==> src/design/kpe_pkg.sv <==
// Shared types and constants for the k-mer position extractor.
package kpe_pkg;

	// Field widths
	localparam int CHAR_W = 8;
	localparam int CODE_W = 32;
	localparam int POS_W  = 32;
	localparam int RUN_W  = 5;
	localparam int MAX_K  = 16;

	// Input word kinds
	localparam logic FUNC_CHAR   = 1'b0;
	localparam logic FUNC_CONTIG = 1'b1;

	// Register map (word index)
	localparam logic REG_BISULFITE = 1'b0;

	// Character codes
	localparam logic [CHAR_W-1:0] CH_UA   = 8'h41;
	localparam logic [CHAR_W-1:0] CH_UZ   = 8'h5A;
	localparam logic [CHAR_W-1:0] CH_LA   = 8'h61;
	localparam logic [CHAR_W-1:0] CH_LZ   = 8'h7A;
	localparam logic [CHAR_W-1:0] CH_N    = 8'h4E;
	localparam logic [CHAR_W-1:0] CH_C    = 8'h43;
	localparam logic [CHAR_W-1:0] CH_G    = 8'h47;
	localparam logic [CHAR_W-1:0] CH_T    = 8'h54;
	localparam logic [CHAR_W-1:0] CASE_BIT = 8'h20;

	// Base codes
	localparam logic [1:0] BASE_A = 2'd0;
	localparam logic [1:0] BASE_C = 2'd1;
	localparam logic [1:0] BASE_G = 2'd2;
	localparam logic [1:0] BASE_T = 2'd3;

	// Rolling state
	typedef struct packed {
		logic [CODE_W-1:0] kmer;
		logic [RUN_W-1:0]  run;
		logic [POS_W-1:0]  pos;
	} kpe_state_t;

	// One result word
	typedef struct packed {
		logic              char_valid;
		logic [CHAR_W-1:0] char_out;
		logic              kmer_valid;
		logic [CODE_W-1:0] kmer_code;
		logic [POS_W-1:0]  kmer_position;
	} kpe_result_t;

endpackage

==> src/design/kpe_encode.sv <==
// Combinational step: next rolling state and result word for one input word.
module kpe_encode #(
	parameter int KLEN = 16
) (
	input  logic                        func,
	input  logic [kpe_pkg::CHAR_W-1:0]  char_in,
	input  logic                        bisulfite,
	input  kpe_pkg::kpe_state_t         cur,
	output kpe_pkg::kpe_state_t         nxt,
	output kpe_pkg::kpe_result_t        res
);

	localparam logic [kpe_pkg::CODE_W:0] MASK_W =
		(({{kpe_pkg::CODE_W{1'b0}}, 1'b1}) << (2 * KLEN)) - 1;
	localparam logic [kpe_pkg::CODE_W-1:0] KMASK = MASK_W[kpe_pkg::CODE_W-1:0];
	localparam logic [kpe_pkg::RUN_W-1:0]  K_RUN = kpe_pkg::RUN_W'(KLEN);
	localparam logic [kpe_pkg::POS_W-1:0]  K_BACK = kpe_pkg::POS_W'(KLEN - 1);

	logic                       is_upper;
	logic                       is_lower;
	logic [kpe_pkg::CHAR_W-1:0] up_char;
	logic [1:0]                 base;
	logic [kpe_pkg::CODE_W-1:0] shifted;
	logic [kpe_pkg::RUN_W-1:0]  run_inc;

	// Letter classification and upper-casing
	assign is_upper = (char_in >= kpe_pkg::CH_UA) && (char_in <= kpe_pkg::CH_UZ);
	assign is_lower = (char_in >= kpe_pkg::CH_LA) && (char_in <= kpe_pkg::CH_LZ);
	assign up_char  = is_lower ? (char_in & ~kpe_pkg::CASE_BIT) : char_in;

	// 2-bit base code
	always_comb begin
		case (up_char)
			kpe_pkg::CH_C: base = bisulfite ? kpe_pkg::BASE_T : kpe_pkg::BASE_C;
			kpe_pkg::CH_G: base = kpe_pkg::BASE_G;
			kpe_pkg::CH_T: base = kpe_pkg::BASE_T;
			default:       base = kpe_pkg::BASE_A;
		endcase
	end

	assign shifted = {cur.kmer[kpe_pkg::CODE_W-3:0], base} & KMASK;
	assign run_inc = (cur.run < K_RUN) ? cur.run + 1'b1 : cur.run;

	// State update and result
	always_comb begin
		nxt = cur;
		res = '0;
		if (func == kpe_pkg::FUNC_CONTIG) begin
			nxt.kmer = '0;
			nxt.run  = '0;
			nxt.pos  = cur.pos - K_BACK;
		end else if (is_upper || is_lower) begin
			res.char_valid = 1'b1;
			res.char_out   = up_char;
			nxt.pos        = cur.pos + 1'b1;
			if (up_char == kpe_pkg::CH_N) begin
				nxt.kmer = '0;
				nxt.run  = '0;
			end else begin
				nxt.kmer = shifted;
				nxt.run  = run_inc;
				if (run_inc >= K_RUN) begin
					res.kmer_valid    = 1'b1;
					res.kmer_code     = shifted;
					res.kmer_position = cur.pos;
				end
			end
		end
	end

endmodule

==> src/design/kmer_position_extractor_top.sv <==
// Top level of the rolling 2-bit k-mer encoder with genome positions.
// One sequence character or contig-start word is taken per cycle while in_ready
// is high; its result word, from the combinational state update (shift, run
// counter, position add), appears in the output register on the next cycle.
// in_ready stays high while the output register is empty or being drained.
// bisulfite_mode sits at byte address 0 of the APB port and must be written
// only while the block is idle.
module kmer_position_extractor_top #(
	parameter int KMER_LEN = 16
) (
	input  logic                        clk,
	input  logic                        arst_n,
	// input channel
	input  logic                        in_valid,
	output logic                        in_ready,
	input  logic                        func,
	input  logic [kpe_pkg::CHAR_W-1:0]  char_in,
	// output channel
	output logic                        out_valid,
	input  logic                        out_ready,
	output logic                        char_valid,
	output logic [kpe_pkg::CHAR_W-1:0]  char_out,
	output logic                        kmer_valid,
	output logic [kpe_pkg::CODE_W-1:0]  kmer_code,
	output logic [kpe_pkg::POS_W-1:0]   kmer_position,
	// configuration port
	input  logic                        psel,
	input  logic                        penable,
	input  logic                        pwrite,
	input  logic [2:0]                  paddr,
	input  logic [31:0]                 pwdata,
	output logic [31:0]                 prdata,
	output logic                        pready
);

	localparam int KLEN = (KMER_LEN < 1) ? 1 :
		((KMER_LEN > kpe_pkg::MAX_K) ? kpe_pkg::MAX_K : KMER_LEN);

	logic                 bisulfite_q;
	kpe_pkg::kpe_state_t  state_q;
	kpe_pkg::kpe_state_t  state_nxt;
	kpe_pkg::kpe_result_t res_nxt;
	kpe_pkg::kpe_result_t res_q;
	logic                 out_valid_q;
	logic                 take;

	// Configuration register
	assign pready = 1'b1;
	always_ff @(posedge clk or negedge arst_n) begin
		if (!arst_n) begin
			bisulfite_q <= 1'b0;
		end else if (psel && penable && pwrite && (paddr[2] == kpe_pkg::REG_BISULFITE)) begin
			bisulfite_q <= pwdata[0];
		end
	end
	assign prdata = (paddr[2] == kpe_pkg::REG_BISULFITE) ? {31'd0, bisulfite_q} : '0;

	// Handshake
	assign in_ready = !out_valid_q || out_ready;
	assign take     = in_valid && in_ready;

	kpe_encode #(
		.KLEN(KLEN)
	) u_encode (
		.func      (func),
		.char_in   (char_in),
		.bisulfite (bisulfite_q),
		.cur       (state_q),
		.nxt       (state_nxt),
		.res       (res_nxt)
	);

	// Rolling state and output valid
	always_ff @(posedge clk or negedge arst_n) begin
		if (!arst_n) begin
			state_q     <= '0;
			out_valid_q <= 1'b0;
		end else begin
			if (take) begin
				state_q <= state_nxt;
			end
			if (take) begin
				out_valid_q <= 1'b1;
			end else if (out_ready) begin
				out_valid_q <= 1'b0;
			end
		end
	end

	// Result word register
	always_ff @(posedge clk) begin
		if (take) begin
			res_q <= res_nxt;
		end
	end

	assign out_valid     = out_valid_q;
	assign char_valid    = res_q.char_valid;
	assign char_out      = res_q.char_out;
	assign kmer_valid    = res_q.kmer_valid;
	assign kmer_code     = res_q.kmer_code;
	assign kmer_position = res_q.kmer_position;

endmodule

==> config.mk <==
export PLATFORM = sky130hd
export DESIGN_NAME = kmer_position_extractor_top
export DESIGN_NICKNAME = d
export VERILOG_FILES = /design/src/design/kpe_pkg.sv /design/src/design/kpe_encode.sv /design/src/design/kmer_position_extractor_top.sv
export SDC_FILE = /design/constraint.sdc
export NUM_CORES = 1
export LEC_CHECK = 0
export BUFFER_PORTS_ARGS = -buffer_cell sky130_fd_sc_hd__buf_2
export CAP_MARGIN = 30
export CORE_MARGIN = 5
export CORE_UTILIZATION = 40
export DETAILED_ROUTE_END_ITERATION = 6
export HOLD_SLACK_MARGIN = 0.08
export SLEW_MARGIN = 15
export SYNTH_ARGS = -nofsm -noshare
export SYNTH_HDL_FRONTEND = slang
export SYNTH_SLANG_ARGS = --single-unit
==> constraint.sdc <==
create_clock -name clk -period 4 [get_ports clk]
set_clock_uncertainty 0.1 [all_clocks]
set_input_delay 0.4 -clock clk [delete_from_list [all_inputs] [get_ports clk]]
set_output_delay 0.4 -clock clk [all_outputs]
set_load 0.05 [all_outputs]
==> results of run 1 <==
[sequential cells by signal, indices dropped and copies added (netlist names)]
register       cells
bisulfite_q        1
char_out           8
char_valid         1
kmer_code         32
kmer_position     32
kmer_valid         1
out_valid          1
state_q           67
[cells in the mapped netlist (3+ instances only)]
| library cell | number |
|---|---|
| or4_1 | 3 |
| nand2b_1 | 5 |
| and3_2 | 4 |
| nand2_1 | 52 |
| o31ai_1 | 3 |
| clkbuf_1 | 17 |
| o21a_1 | 3 |
| nor2_1 | 22 |
| nor3_1 | 11 |
| a21oi_1 | 27 |
| a21o_1 | 12 |
| and3_1 | 9 |
| buf_2 | 5 |
| a31oi_1 | 5 |
| o21bai_1 | 6 |
| a21o_2 | 3 |
| nand3_1 | 11 |
| edfxtp_1 | 74 |
| inv_1 | 7 |
| dfrtp_1 | 69 |
| xor2_1 | 12 |
| xnor2_1 | 14 |
| and2_1 | 68 |
| o21ai_0 | 42 |
| a22o_1 | 29 |
| ha_1 | 29 |
| buf_4 | 34 |
[metrics by stage]
| step | utilization [%] | power [mW] |
|---|---|---|
| 3_5_place_dp | 44.4 | 3.54 |
| 4_1_cts | 47.6 | 5.00 |
| 6_report | 47.8 | 4.98 |
| 3_3_place_gp | 44.3 | 3.50 |
| 2_1_floorplan | - | 3.22 |
| 5_1_grt | 47.8 | 5.29 |
[logic make-up (layout without fill, tap and decap cells)]
| logic type | Yosys count | after routing | share of synthesized area (%) |
|---|---|---|---|
| and+or+nand+nor | 201 | 201 | 15.4 |
| other | 2 | 34 | 0.106 |
| adders and majority gates | 29 | 29 | 5.12 |
| xor gates and xnor gates | 26 | 26 | 3.21 |
| buffers and inverters | 65 | 143 | 5.61 |
| AOI/OAI and AO/OA | 150 | 150 | 14.4 |
| DFF | 143 | 143 | 55.7 |
| muxes | 3 | 3 | 0.459 |
[area by class of cell]
class / count / share of cell area, %
multi-input combinational: 443 / 34.7
inverter: 7 / 0.317
clock inverter: 14 / 1.45
tap: 225 / 3.40
sequential: 143 / 47.6
timing repair buffer: 105 / 7.36
clock buffer: 17 / 5.13
[worst max-delay path: cells and delay by family, from the launching register on]
family,cells,cell delay [ns]
multiplexers,1,0.26
flip-flops,1,0.40
XOR/XNOR,1,0.14
AO/OA/AOI/OAI,3,1.01
AND/OR/NAND/NOR,3,0.52
adder cells (fa/ha/maj),1,0.35
[metal layers]
layer  wire, um  track usage (%)  up-vias
met1       5990             17.2     2240
li1           -                -     2374
met5          0                0        -
met3        766             3.18       19
met2       7000             24.0      131
met4        281             5.70        0
[worst max path at each step]
stage | from | endpoint | slack, ns | cells past startpoint
final | state_q[10]$_DFFE_PN0P_ | state_q[31]$_DFFE_PN0P_ | 1.13 | 9
after global routing | func | state_q[31]$_DFFE_PN0P_ | 1.02 | 11
after CTS | state_q[10]$_DFFE_PN0P_ | state_q[31]$_DFFE_PN0P_ | 1.12 | 9
after global placement | func | state_q[31]$_DFFE_PN0P_ | 0.77 | 11
after detailed placement | func | state_q[31]$_DFFE_PN0P_ | 0.72 | 11
after floorplan | out_valid$_DFFE_PN0P_ | state_q[39]$_DFFE_PN0P_ | 0.50 | 7
[report_power, final]
| group | switching (mW) | internal, mW |
|---|---|---|
| logic | 0.995 | 0.625 |
| clock network | 0.608 | 0.847 |
| registers | 0.156 | 1.74 |
==> results.toml, run 1 <==
[setup_path]
cp_cell_sequence = "ha_1 > and3_2 > and3_1 > a211oi_2 > o211a_1 > nor3_1 > a221oi_1 > mux2i_1 > xnor2_1"
slowest_stage = "dfrtp_1"
crit_type = "reg -> reg"
reg2regPathDepth = 9
cp-start-kind = "flip-flop"
r2r_slack_ns = 1.13
r2r_start = "state_q[10]$_DFFE_PN0P_"
crit_fanout = 5
cp_slowest_stage_delay_ns = 0.40
crit_arrival_ns = 3.11
critPathRequiredTime_ns = 4.24
worstReg2RegEnd = "state_q[31]$_DFFE_PN0P_"
endpoint_kind = "flip-flop"

[logic_synthesis]
yosysSeqAreaShare_pct = 55.7
synthDominantCellAreaShare_pct = 31.4
synth_edf_count = 74
synthArstFlopShare_pct = 48.3
ys_seq_elements = 143
synth_ff_type = "edfxtp_1"
yosysTopAreaCell = "edfxtp_1"
syn_inst = 619
synth_cell_types = 60
synthTopCellsByArea = "edfxtp_1 31%, dfrtp_1 24%, and2_1 6.0%, ha_1 5.1%, buf_4 3.6%"
ys.warnings.count = 0
postSynthAreaPerCell_um2 = 11.5
syn-cell-area_mm2 = 0.00709

[final_layout]
drive_gt1_share_pct = 21.4
stdcell_count = 954
final_nets = 797
regArea_mm2 = 0.00395
diodes = 0
multiInputGateArea_mm2 = 0.00288
final_cell_mix = "93 x buf_2, 74 x edfxtp_1, 69 x dfrtp_1"
fin_area_mm2 = 0.00829
syn_to_final_growth_pct = 17.0
final_common_cell = "buf_2"
fillers = 1569

[clock_tree]
path_clk_slew_ns = 0.06
cts_tree = "yes"
numCtsBuffers = 17
cts_max_path_buffers = 2
cts.sinks = 143
post_cts_buffers = 0
clk_latency_ns = 0.42
cts-resized-gates = 0
hold_buffers = 1
cts_root_buffer = "clkbuf_16"
cts_max_level = 4

[route]
drc = 0
drtAntennaViolNets = 0
drt_iter0_markers = 343
vias = 4764
via_per_inst = 4.99
wl_um = 14000
routedWlPerCell_um = 14.7
drt_pass1_iterations = 4

[worst_hold_path]
hold_class = "in -> reg"
whs_path_depth = 2
whs_endpoint = "out_valid$_DFFE_PN0P_"
hp-start = "in_valid"

[grt]
grt_remaining_overflow = 0
grt_first_pass_wirelength_um = 22800
track_usage_pct = 14.0
grt_pass1_vias = 4708
antenna_found_initial = 0
grt_start_max_net_pins = 47

[sta]
tns_ns = 0
max_freq_mhz = 349
slew_viol_final = 0
whs_ns = 0.0950
slew_headroom_pct = 41.6
period_minus_slack_ns = 2.87
min_period_over_period_pct = 71.7
rsz0062_at_grt = "no"
finalHoldViolCount = 0
tightest_slew_ns = 0.872
setup_viol = 0
setup_ws_ns = 1.13

[job]
drv_cap = 0

[run_status]
status = "finished, final reports clean"

[floorplanning]
ios = 160
placementRows = 48
die_area_mm2 = 0.0205
initial_core_util_pct = 40.8
die_width_um = 143
fp.dieH_um = 143
coreArea_mm2 = 0.0174

[placed_design]
place_inst = 921
placed_area_mm2 = 0.00771
pre_cts_ws_ns = 0.725
io_buffers = 93
dp_hpwl_um = 9880
gp_congestion = 0.898

[power_and_ir_drop]
p_leak_nw = 3.73
peakVddDrop_mv = 0.326
power.density_mw_per_mm2 = 600
Note: power is estimated with default switching activity, not from simulation.
==> inputs of run 2 (changes only) <==
ABC_AREA = 1   (was unset)
clock period = 2.42 ns   (was 4 ns; I/O delays follow)
==> run 2 against run 1 <==
  * Worst setup slack worse by 0.74 ns
  * Largest power group is now combinational logic
  * Die area is 15% higher
  * Via count is 35% higher
  * Critical endpoint is now state_q[23]$_DFFE_PN0P_
  * Highest routed layer unchanged
  * Utilization is 0.30 points higher
  * Synthesized cell count is 68% higher
  * Sequential share of layout area is 7.0 points lower
  * Wire length is 23% higher
==> results.toml, run 2 <==
[clock_tree]
cts_max_level = 4
numCtsBuffers = 17
hold_buffers = 6
cts_root_buffer = "clkbuf_16"
cts-resized-gates = 0
cts_tree = "yes"
path_clk_slew_ns = 0.07
clk_latency_ns = 0.42
cts_max_path_buffers = 2
cts.sinks = 143
post_cts_buffers = 0

[final_layout]
top_register = "state_q"
syn_to_final_growth_pct = 18.1
final_cell_mix = "369 x nand2_1, 172 x inv_1, 94 x buf_2"
diodes = 0
drive_gt1_share_pct = 17.8
final_core_util_pct = 48.1
largest_reg_flops = 67
final_nets = 1249
final_common_cell = "nand2_1"
stdcell_count = 1452
fin_area_mm2 = 0.00973

[grt]
grt_remaining_overflow = 0
grt_first_pass_wirelength_um = 29200
grt_pass1_vias = 6157
track_usage_pct = 15.0
grt_start_max_net_pins = 70
antenna_found_initial = 0

[sta]
setup_viol = 0
setup_ws_ns = 0.391
rsz0062_at_grt = "no"
max_freq_mhz = 493
finalHoldViolCount = 0
slew_viol_final = 0
tns_ns = 0
whs_ns = 0.131
period_minus_slack_ns = 2.03
min_period_over_period_pct = 83.8

[logic_synthesis]
synth_most_common_cell = "nand2_1"
synth_cell_types = 34
synth_edf_count = 74
synthDominantCellAreaShare_pct = 27.0
synthArstFlopShare_pct = 48.3
synthTopCellsByArea = "edfxtp_1 27%, dfrtp_1 21%, nand2_1 17%, inv_1 7.8%, ha_1 4.4%"
ys_seq_elements = 143
syn_inst = 1043
yosysTopAreaCell = "edfxtp_1"
postSynthAreaPerCell_um2 = 7.90
synth_ff_type = "edfxtp_1"
synth_commonest_cells = "369 x nand2_1, 172 x inv_1, 84 x nor2_1"
yosysSeqAreaShare_pct = 47.9
ys.warnings.count = 0
syn-cell-area_mm2 = 0.00824

[floorplanning]
ios = 160
die_width_um = 154
fp.dieH_um = 154
coreArea_mm2 = 0.0202
initial_core_util_pct = 40.7
placementRows = 52
die_area_mm2 = 0.0236

[setup_path]
crit_fanout = 4
critPathRequiredTime_ns = 2.62
crit_type = "reg -> reg"
endpoint_kind = "flip-flop"
crit_arrival_ns = 2.23
cp-start-kind = "flip-flop"

[power_and_ir_drop]
p_comb_share_pct = 38.4
internal_power_mw = 5.77
p_leak_nw = 4.99
switching_power_mw = 3.71
power.density_mw_per_mm2 = 975
peakVddDrop_mv = 0.556
p_clk_share_pct = 28.2
swShare_pct = 39.2
finalPower_mw = 9.48
seqPwrFrac_pct = 33.4

[route]
drt_pass1_iterations = 5
drt_iter0_markers = 350
drtAntennaViolNets = 0
drc = 0
vias = 6437
via_per_inst = 4.43
wl_um = 17200
routedWlPerCell_um = 11.8

[worst_hold_path]
hold_class = "in -> reg"

[run_status]
status = "finished, final reports clean"

[placed_design]
place_inst = 1414
io_buffers = 94
dp_hpwl_um = 12600
pre_cts_ws_ns = 0.222
placed_area_mm2 = 0.00907
gp_congestion = 0.888

[job]
drv_cap = 0
==> run 2: cell types whose count changed after synthesis, moves of 8 or more <==
cell | before | now
nand4_1 | 2 | 10
and3_1 | 9 | 0
nor2_2 | 0 | 38
clkbuf_1 | 17 | 0
nand2_1 | 52 | 369
inv_1 | 7 | 172
nor2_1 | 22 | 84
nand3_1 | 11 | 46
a21o_1 | 12 | 1
and2_1 | 68 | 2
xor2_1 | 12 | 4
o21ai_0 | 42 | 19
a22o_1 | 29 | 0
==> run 2: layout make-up <==
| class | instances | area [um^2] |
|---|---|---|
| clock buffer | 17 | 425 |
| tap | 270 | 338 |
| inverter | 178 | 668 |
| sequential | 143 | 3950 |
| clock inverter | 15 | 175 |
| fill | 2012 | 10500 |
| multi-input combinational | 701 | 3360 |
| timing repair buffer | 128 | 816 |
==> run 2: power by group through the flow <==
stage,Sequential [mW],Combinational [mW],Clock (mW)
after global routing,3.22,4.15,2.87
after floorplan,3.34,2.57,0
after CTS,3.17,3.65,2.74
after global placement,3.21,3.59,0
final,3.17,3.64,2.67
after detailed placement,3.21,3.62,0
==> run 2: metal layers <==
metal	routed length, um	vias to the layer above	track usage [%]
li1	-	3397	-
met1	8190	2917	19.9
met2	8130	109	25.1
met3	664	14	2.95
met4	216	0	4.54
met5	0	-	0
==> run 2: worst max-delay path: stages, from the launching register on <==
cell	delay [ns]
dfrtp_1	0.41
ha_1	0.35
nand2_1	0.10
nor2_1	0.20
and2_1	0.16
nand2_1	0.05
nand3_1	0.17
nand2_1	0.11
nand2_1	0.07
nand2_1	0.05
nand3_1	0.08
nand2_1	0.05
==> run 2: worst paths after layout <==
path	from	depth (start not counted)	slack [ns]	endpoint
setup / recovery	state_q[11]$_DFFE_PN0P_	11	0.39	state_q[23]$_DFFE_PN0P_
hold / removal	char_in[0]	3	0.13	char_out[0]$_SDFFCE_PP0P_
setup reg to reg	state_q[11]$_DFFE_PN0P_	11	0.39	state_q[23]$_DFFE_PN0P_
hold reg to reg	state_q[65]$_DFFE_PN0P_	2	0.38	state_q[65]$_DFFE_PN0P_
max in group asynchronous	arst_n	3	1.63	out_valid$_DFFE_PN0P_
min in group asynchronous	arst_n	3	0.28	state_q[60]$_DFFE_PN0P_
==> run 2: cell families (layout without fill, tap and decap cells) <==
| kind of cell | after synthesis | in the layout | synth area share, % |
|---|---|---|---|
| AOI/OAI and AO/OA | 51 | 51 | 3.39 |
| xor gates and xnor gates | 18 | 18 | 1.91 |
| adders and majority gates | 29 | 29 | 4.40 |
| buffers and inverters | 231 | 338 | 13.1 |
| DFF | 143 | 143 | 47.9 |
| other | 2 | 34 | 0.0912 |
| and+or+nand+nor | 569 | 569 | 29.2 |
